<file path="src/rtl/core/mhoc_pkg.sv">
// Shared types and constants for the max-heap order checker.
// No dependencies; every other file in rtl/core uses it by scoped names.
package mhoc_pkg;

	localparam int COORD_W = 16;
	localparam int SQ_W    = 2 * COORD_W - 1;
	localparam int DIST_W  = 2 * COORD_W;
	localparam int COUNT_W = 8;

	localparam logic [1:0] MODE_XY   = 2'd0;
	localparam logic [1:0] MODE_YX   = 2'd1;
	localparam logic [1:0] MODE_DIST = 2'd2;

	typedef struct packed {
		logic signed [COORD_W-1:0] point_x;
		logic signed [COORD_W-1:0] point_y;
		logic                      last;
	} point_t;

	typedef struct packed {
		logic               heap_ok;
		logic [COUNT_W-1:0] point_count;
	} result_t;

	typedef struct packed {
		logic signed [COORD_W-1:0] x;
		logic signed [COORD_W-1:0] y;
	} coord_t;

	// Control that travels with each request down the pipeline.
	typedef struct packed {
		logic valid;
		logic last;
		logic check;
	} stage_ctrl_t;

endpackage

</file>
<file path="src/rtl/core/mhoc_order.sv">
// Ordering stage: squares the coordinates, then compares parent and child.
// Depends on mhoc_pkg.
module mhoc_order #(
	parameter int CNT_W = 8
) (
	input  logic                  clk,
	input  logic                  arst_n,
	input  logic                  adv,
	input  logic [1:0]            mode,
	input  mhoc_pkg::stage_ctrl_t ctrl_s1,
	input  mhoc_pkg::coord_t      child_s1,
	input  mhoc_pkg::coord_t      parent_s1,
	input  logic [CNT_W-1:0]      count_s1,
	output mhoc_pkg::stage_ctrl_t ctrl_s2,
	output logic [CNT_W-1:0]      count_s2,
	output logic                  below
);

	logic signed [mhoc_pkg::DIST_W-1:0] prod_px, prod_py, prod_cx, prod_cy;

	mhoc_pkg::coord_t                 child_s2, parent_s2;
	logic [mhoc_pkg::SQ_W-1:0]        sq_px_s2, sq_py_s2, sq_cx_s2, sq_cy_s2;
	logic [mhoc_pkg::DIST_W-1:0]      dist_p, dist_c;
	logic x_lt, x_eq, y_lt, y_eq, d_lt, d_eq;

	assign prod_px = parent_s1.x * parent_s1.x;
	assign prod_py = parent_s1.y * parent_s1.y;
	assign prod_cx = child_s1.x * child_s1.x;
	assign prod_cy = child_s1.y * child_s1.y;

	always_ff @(posedge clk) begin
		if (adv) begin
			sq_px_s2  <= prod_px[mhoc_pkg::SQ_W-1:0];
			sq_py_s2  <= prod_py[mhoc_pkg::SQ_W-1:0];
			sq_cx_s2  <= prod_cx[mhoc_pkg::SQ_W-1:0];
			sq_cy_s2  <= prod_cy[mhoc_pkg::SQ_W-1:0];
			child_s2  <= child_s1;
			parent_s2 <= parent_s1;
			count_s2  <= count_s1;
		end
	end

	always_ff @(posedge clk or negedge arst_n) begin
		if (!arst_n) begin
			ctrl_s2 <= '0;
		end else if (adv) begin
			ctrl_s2 <= ctrl_s1;
		end
	end

	assign dist_p = {1'b0, sq_px_s2} + {1'b0, sq_py_s2};
	assign dist_c = {1'b0, sq_cx_s2} + {1'b0, sq_cy_s2};

	assign x_lt = parent_s2.x < child_s2.x;
	assign x_eq = parent_s2.x == child_s2.x;
	assign y_lt = parent_s2.y < child_s2.y;
	assign y_eq = parent_s2.y == child_s2.y;
	assign d_lt = dist_p < dist_c;
	assign d_eq = dist_p == dist_c;

	// Parent orders strictly below its child under the selected mode.
	always_comb begin
		case (mode)
			mhoc_pkg::MODE_XY:   below = x_lt || (x_eq && y_lt);
			mhoc_pkg::MODE_YX:   below = y_lt || (y_eq && x_lt);
			mhoc_pkg::MODE_DIST: below = d_lt || (d_eq && (x_lt || (x_eq && y_lt)));
			default:             below = 1'b0;
		endcase
	end

endmodule

</file>
<file path="config.mk">
export PLATFORM = sky130hd
export DESIGN_NAME = mhoc_order
export DESIGN_NICKNAME = d
export VERILOG_FILES = /design/src/rtl/core/mhoc_pkg.sv /design/src/rtl/core/mhoc_order.sv
export SDC_FILE = /design/constraint.sdc
export NUM_CORES = 2
export LEC_CHECK = 0
export BUFFER_PORTS_ARGS = -buffer_cell sky130_fd_sc_hd__buf_2
export CAP_MARGIN = 20
export CORE_ASPECT_RATIO = 0.7
export CORE_MARGIN = 2
export CORE_UTILIZATION = 45
export CTS_CLUSTER_SIZE = 10
export DETAILED_ROUTE_END_ITERATION = 8
export PLACE_DENSITY = 0.64
export SYNTH_ARGS = -nofsm -noshare
export SYNTH_HDL_FRONTEND = slang
export SYNTH_SLANG_ARGS = --single-unit
</file>
<file path="constraint.sdc">
create_clock -name clk -period 10.7 [get_ports clk]
set_input_delay 2.675 -clock clk [delete_from_list [all_inputs] [get_ports clk]]
set_output_delay 2.675 -clock clk [all_outputs]
set_load 0.03 [all_outputs]
</file>
; ---- Word-level counts from Yosys, hierarchy flattened
; Cells that the tools add are included.
[word_totals]
register_bits = 199
inputBits = 80
out_inout_bits = 12
[classes]
add_sub_neg = 2
mul = 4
n_lt_le_gt_ge = 3
n_eq_ne = 5
muxes = 1
reduce_logical = 7
[ops]
columns = cell, count
row1 = 16-bit by 16-bit multiplier with 31-bit output, 4
row2 = 31-bit by 31-bit adder with 32-bit output, 2
row3 = 16-bit equality test, 2
row4 = 32-bit equality test, 1
row5 = 16-bit less-than comparator, 2
row6 = 32-bit less-than comparator, 1
row7 = 1-bit logical AND, 3
row8 = 1-bit logical OR, 3
row9 = 1-bit case mux with 3 select lines, 1
row10 = 2-bit by 1-bit equality test with 1-bit output (second input constant), 1
row11 = 2-bit equality test (second input constant), 1
row12 = 2-bit zero test, 1

; ---- Longest topological paths before layout
[logic_depth]
depth_word = 6
mapped_depth = 26

; ---- Least setup slack after synthesis
; Ideal clock, no wire load.
[synth_path]
path_type = input port to flip-flop
from = input child_s1[31] (netlist bit)
to = register sq_cx_s2[29] (netlist bit) (data pin)
setup_time_ns = 0.162
arrival_time_ns = 8.402
required_time_ns = 10.538
slack_ns = 2.136
stages = 23
n_path_buf = 2
cell_sequence = clkbuf_1 -> inv_1 -> clkbuf_1 -> nor2_1 -> fa_1 -> inv_1 -> fa_1 -> inv_1 -> fa_1 -> fa_1 -> fa_1 -> inv_1 -> fa_1 -> inv_1 -> ha_1 -> nand2_1 -> nor2_1 -> nand2_1 -> o21ai_0 -> a31oi_1 -> a211oi_1 -> mux2_2 -> o2111ai_1
[synth_via]
elab_chain_cells = 1
[synth_lines]
columns = element, line_no
row1 = from (decl), mhoc_order.sv:11  ; input mhoc_pkg::coord_t child_s1,
row2 = 16-bit by 16-bit multiplier with 31-bit output, mhoc_order.sv:28  ; assign prod_cx = child_s1.x * child_s1.x;
row3 = net prod_cx (one bit), mhoc_order.sv:19  ; logic signed [mhoc_pkg::DIST_W-1:0] prod_px, prod_py, prod_cx, prod_cy;
row4 = to (signal assigned), mhoc_order.sv:35  ; sq_cx_s2 <= prod_cx[mhoc_pkg::SQ_W-1:0];
row5 = to (decl), mhoc_order.sv:22  ; logic [mhoc_pkg::SQ_W-1:0] sq_px_s2, sq_py_s2, sq_cx_s2, sq_cy_s2;
; The timed path passes the listed nets, and every way through them passes these cells.
; A chain may end at the register's enable or synchronous reset.

; ---- Final worst setup path
[layout_path]
from = input child_s1[15] (netlist bit)
to = register sq_cy_s2[30] (netlist bit) (data pin)
[layout_via]
elab_chain_cells = 1
[layout_lines]
columns = element, line_no
row1 = 16-bit by 16-bit multiplier with 31-bit output, mhoc_order.sv:29  ; assign prod_cy = child_s1.y * child_s1.y;
row2 = net prod_cy (one bit), mhoc_order.sv:19
row3 = to (signal assigned), mhoc_order.sv:36  ; sq_cy_s2 <= prod_cy[mhoc_pkg::SQ_W-1:0];
row4 = to (decl), mhoc_order.sv:22
; The timed path passes the listed nets, and every way through them passes these cells.

==> results.cfg <==
[hold_path]
min-delay-path-class = reg -> reg

[yosys]
ys.warnings.count = 0
synth-edff-count = 188
ys_types = 66
flip_flop_and_latch_count_after_synthesis = 191
yosys_most_used_dff = edfxtp_1
postSynth.asyncResetShare = 0.0157
syn-instance-count = 4562
syn_nets = 6024
synth-seq-area-share = 0.129
syn_area_mm2 = 0.0444
syn-mean-instance-area_um2 = 9.72

[clock_tree]
tritoncts = done
cts.repair_timing.setup_buffer_count = 0
worst_setup_hold_path_clk_slew_ps = 90
tritoncts_buffers = 17
worst_skew_pair.late_latency_ps = 450
h-tree-depth = 4
cts.root.buffer_cell = clkbuf_16
count_of_hold_buffers_inserted_by_post_cts_repair = 0
ctsLongestPathBuffers = 2
tritoncts_num_sinks = 191
cts_resized = 0

[routing]
final_antenna_net_count = 0
routed_wire_length_per_instance_um = 17.7
initialDrtViolationCount = 1873
drt_first_pass_iters = 5
avgViaCountPerCell = 4.97
route.final.wire_length_um = 105000
dr_total_vias = 29400
drc_errors = 0

[finish]
diodes = 0
area.growth.synth_to_final_pct = 5.48
final_layout_size_suffix_gt1_frac = 0.0375
final_common_cell = inv_1
finish.net_count = 6041
filler_cell_count = 9189
multiInputGateArea_mm2 = 0.0332
mostFrequentLayoutCells = inv_1 (1,333), fa_1 (916), ha_1 (466), nand2_1 (337), nor2_1 (222)
ff_latch_area_mm2 = 0.00572

[die]
floorplan_die_area_mm2 = 0.101
chipHeight_um = 267
row_count = 96
ioPinCount = 92
die-width_um = 379
coreArea_mm2 = 0.0979
initial_core_util = 0.453

[setup_path]
cp-end-kind = flip-flop
r2r_slack_ps = 9960
list_of_cells_traversed_by_the_critical_path = buf_2, clkinv_1, nor2_1, fa_1, inv_1, fa_1, inv_1, fa_1, fa_1, fa_1, inv_1, fa_1, inv_1, ha_1, nor3_1, inv_1, o211ai_1, o211ai_1, a31o_2, a21oi_1, xnor2_1
rr_endpoint = ctrl_s2[0]
critical-path-top-delay-family = adder cells
worstSetupPathType = in -> reg
cp.buffers_inverters = 7
timing.critical_path.arrival_ps = 9230
critical_path.most_common_cell = fa_1
crit_path_start = child_s1[15]
slowest_delay_ps = 620
timing.reg2reg.worst_path_depth = 1
path_max_fanout = 19
worstPathRequired_ps = 10900
critical_path_cell_count = 21
timing.critical_path.slowest_stage_cell = clkinv_1
critical_path.startpoint_type = input pin
cp-endpoint = sq_cy_s2[30]
timing.rr.start = ctrl_s2[0]

[global_route]
initial_antenna_violation_count = 4
largest_net_degree_at_the_start_of_global_routing = 71
number_of_global_route_vias_before_repair = 31100
grt_first_pass_wirelength_um = 171000
globalRouteOverflowTotal = 0
groute.usage.overall = 0.220

[placed_design]
detailedPlacementHpwl_um = 87600
port_buffers = 91
gp_congestion = 0.883

[sta]
final-hold-violation-count = 0
worst_hold_margin_ps = 502
timing.final.crit_period_ps = 9030
fin_crit_sh = 0.844
setup_violations = 0
worst_slew_margin_rel = 0.398
timing.clock.skew_ps = 0
setup_tns_ps = 0
maxSlewViolCount = 0
transition_at_the_pin_with_the_smallest_max_transition_slack_ps = 903
unrepaired_setup_endpoints_after_global_routing = no
max_freq_mhz = 111

[status]
outcome = finished clean

[run]
max_capacitance_violation_total = 0
-- sequential cells by signal, indices dropped and copies added, names as in the netlist --
signal / count
child_s2: 32
count_s2: 8
ctrl_s2: 3
parent_s2: 32
sq_cx_s2: 29
sq_cy_s2: 29
sq_px_s2: 29
sq_py_s2: 29
-- final cells by class --
| type | instances | share of cell area |
|---|---|---|
| clock buffer | 17 | 0.00909 |
| clock inverter | 15 | 0.00479 |
| inverter | 1339 | 0.107 |
| multi-input combinational | 2936 | 0.711 |
| sequential | 191 | 0.122 |
| tap | 1323 | 0.0354 |
| timing repair buffer | 94 | 0.0104 |
-- cell usage after synthesis (11+ instances only) --
cell,count,area (um^2)
nor2_1,222,833
o21bai_1,22,165
a31oi_1,15,93.8
nand2_1,337,1260
a21oi_1,122,611
nand3_1,27,135
ha_1,466,5830
a21o_1,80,601
o21ai_0,80,400
and3_1,13,81.3
xor2_1,56,490
a31o_2,13,114
inv_1,1333,5000
xnor2_1,156,1370
nand2b_1,23,144
clkbuf_1,93,349
nor3_1,28,140
fa_1,916,18300
a211oi_1,27,203
nand4_1,18,113
edfxtp_1,188,5650
o211ai_1,11,82.6
or2_2,15,93.8
o21a_1,28,210
nor2b_1,35,219
and2_1,136,851
-- per-layer routing --
layer / GRT usage / up-vias / routed length, um
met5: 0 / - / 0
met4: 0.0320 / 0 / 1160
met3: 0.0393 / 70 / 8240
met2: 0.322 / 805 / 44500
met1: 0.344 / 14700 / 50900
li1: - / 13800 / -
-- metrics by stage --
| stage | cell area, um^2 | utilization | instances | setup slack, ps |
|---|---|---|---|---|
| floorplan | 44400 | - | 4562 | 2140 |
| global placement | 46100 | 0.471 | 5883 | 1330 |
| detailed placement | 46100 | 0.471 | 5883 | 1200 |
| CTS | 46800 | 0.478 | 5915 | 1710 |
| global route | 46800 | 0.478 | 5915 | 1270 |
| finish | 46800 | 0.478 | 5915 | 1670 |
-- logic make-up (layout without fill, tap and decap cells) --
kind of cell / after synthesis / count (layout) / share of synthesized area
AOI/OAI and AO/OA: 457 / 457 / 0.0694
xor gates and xnor gates: 212 / 212 / 0.0419
adders and majority gates: 1382 / 1382 / 0.545
buffers and inverters: 1435 / 1465 / 0.121
DFF: 191 / 191 / 0.129
muxes: 10 / 10 / 0.00251
and+or+nand+nor: 875 / 875 / 0.0909
-- worst min-delay path by stage --
| stage | start | to | cells past startpoint |
|---|---|---|---|
| 2_1_floorplan | ctrl_s2[0] | ctrl_s2[0] | 1 |
| 3_3_place_gp | ctrl_s2[0] | ctrl_s2[0] | 1 |
| 3_5_place_dp | ctrl_s2[2] | ctrl_s2[2] | 1 |
| 4_1_cts | ctrl_s2[2] | ctrl_s2[2] | 1 |
| 5_1_grt | ctrl_s2[1] | ctrl_s2[1] | 1 |
| 6_report | ctrl_s2[1] | ctrl_s2[1] | 1 |
Power is not shown: default switching activity piles up to over one toggle a cycle in this logic, so the estimate is an artifact.
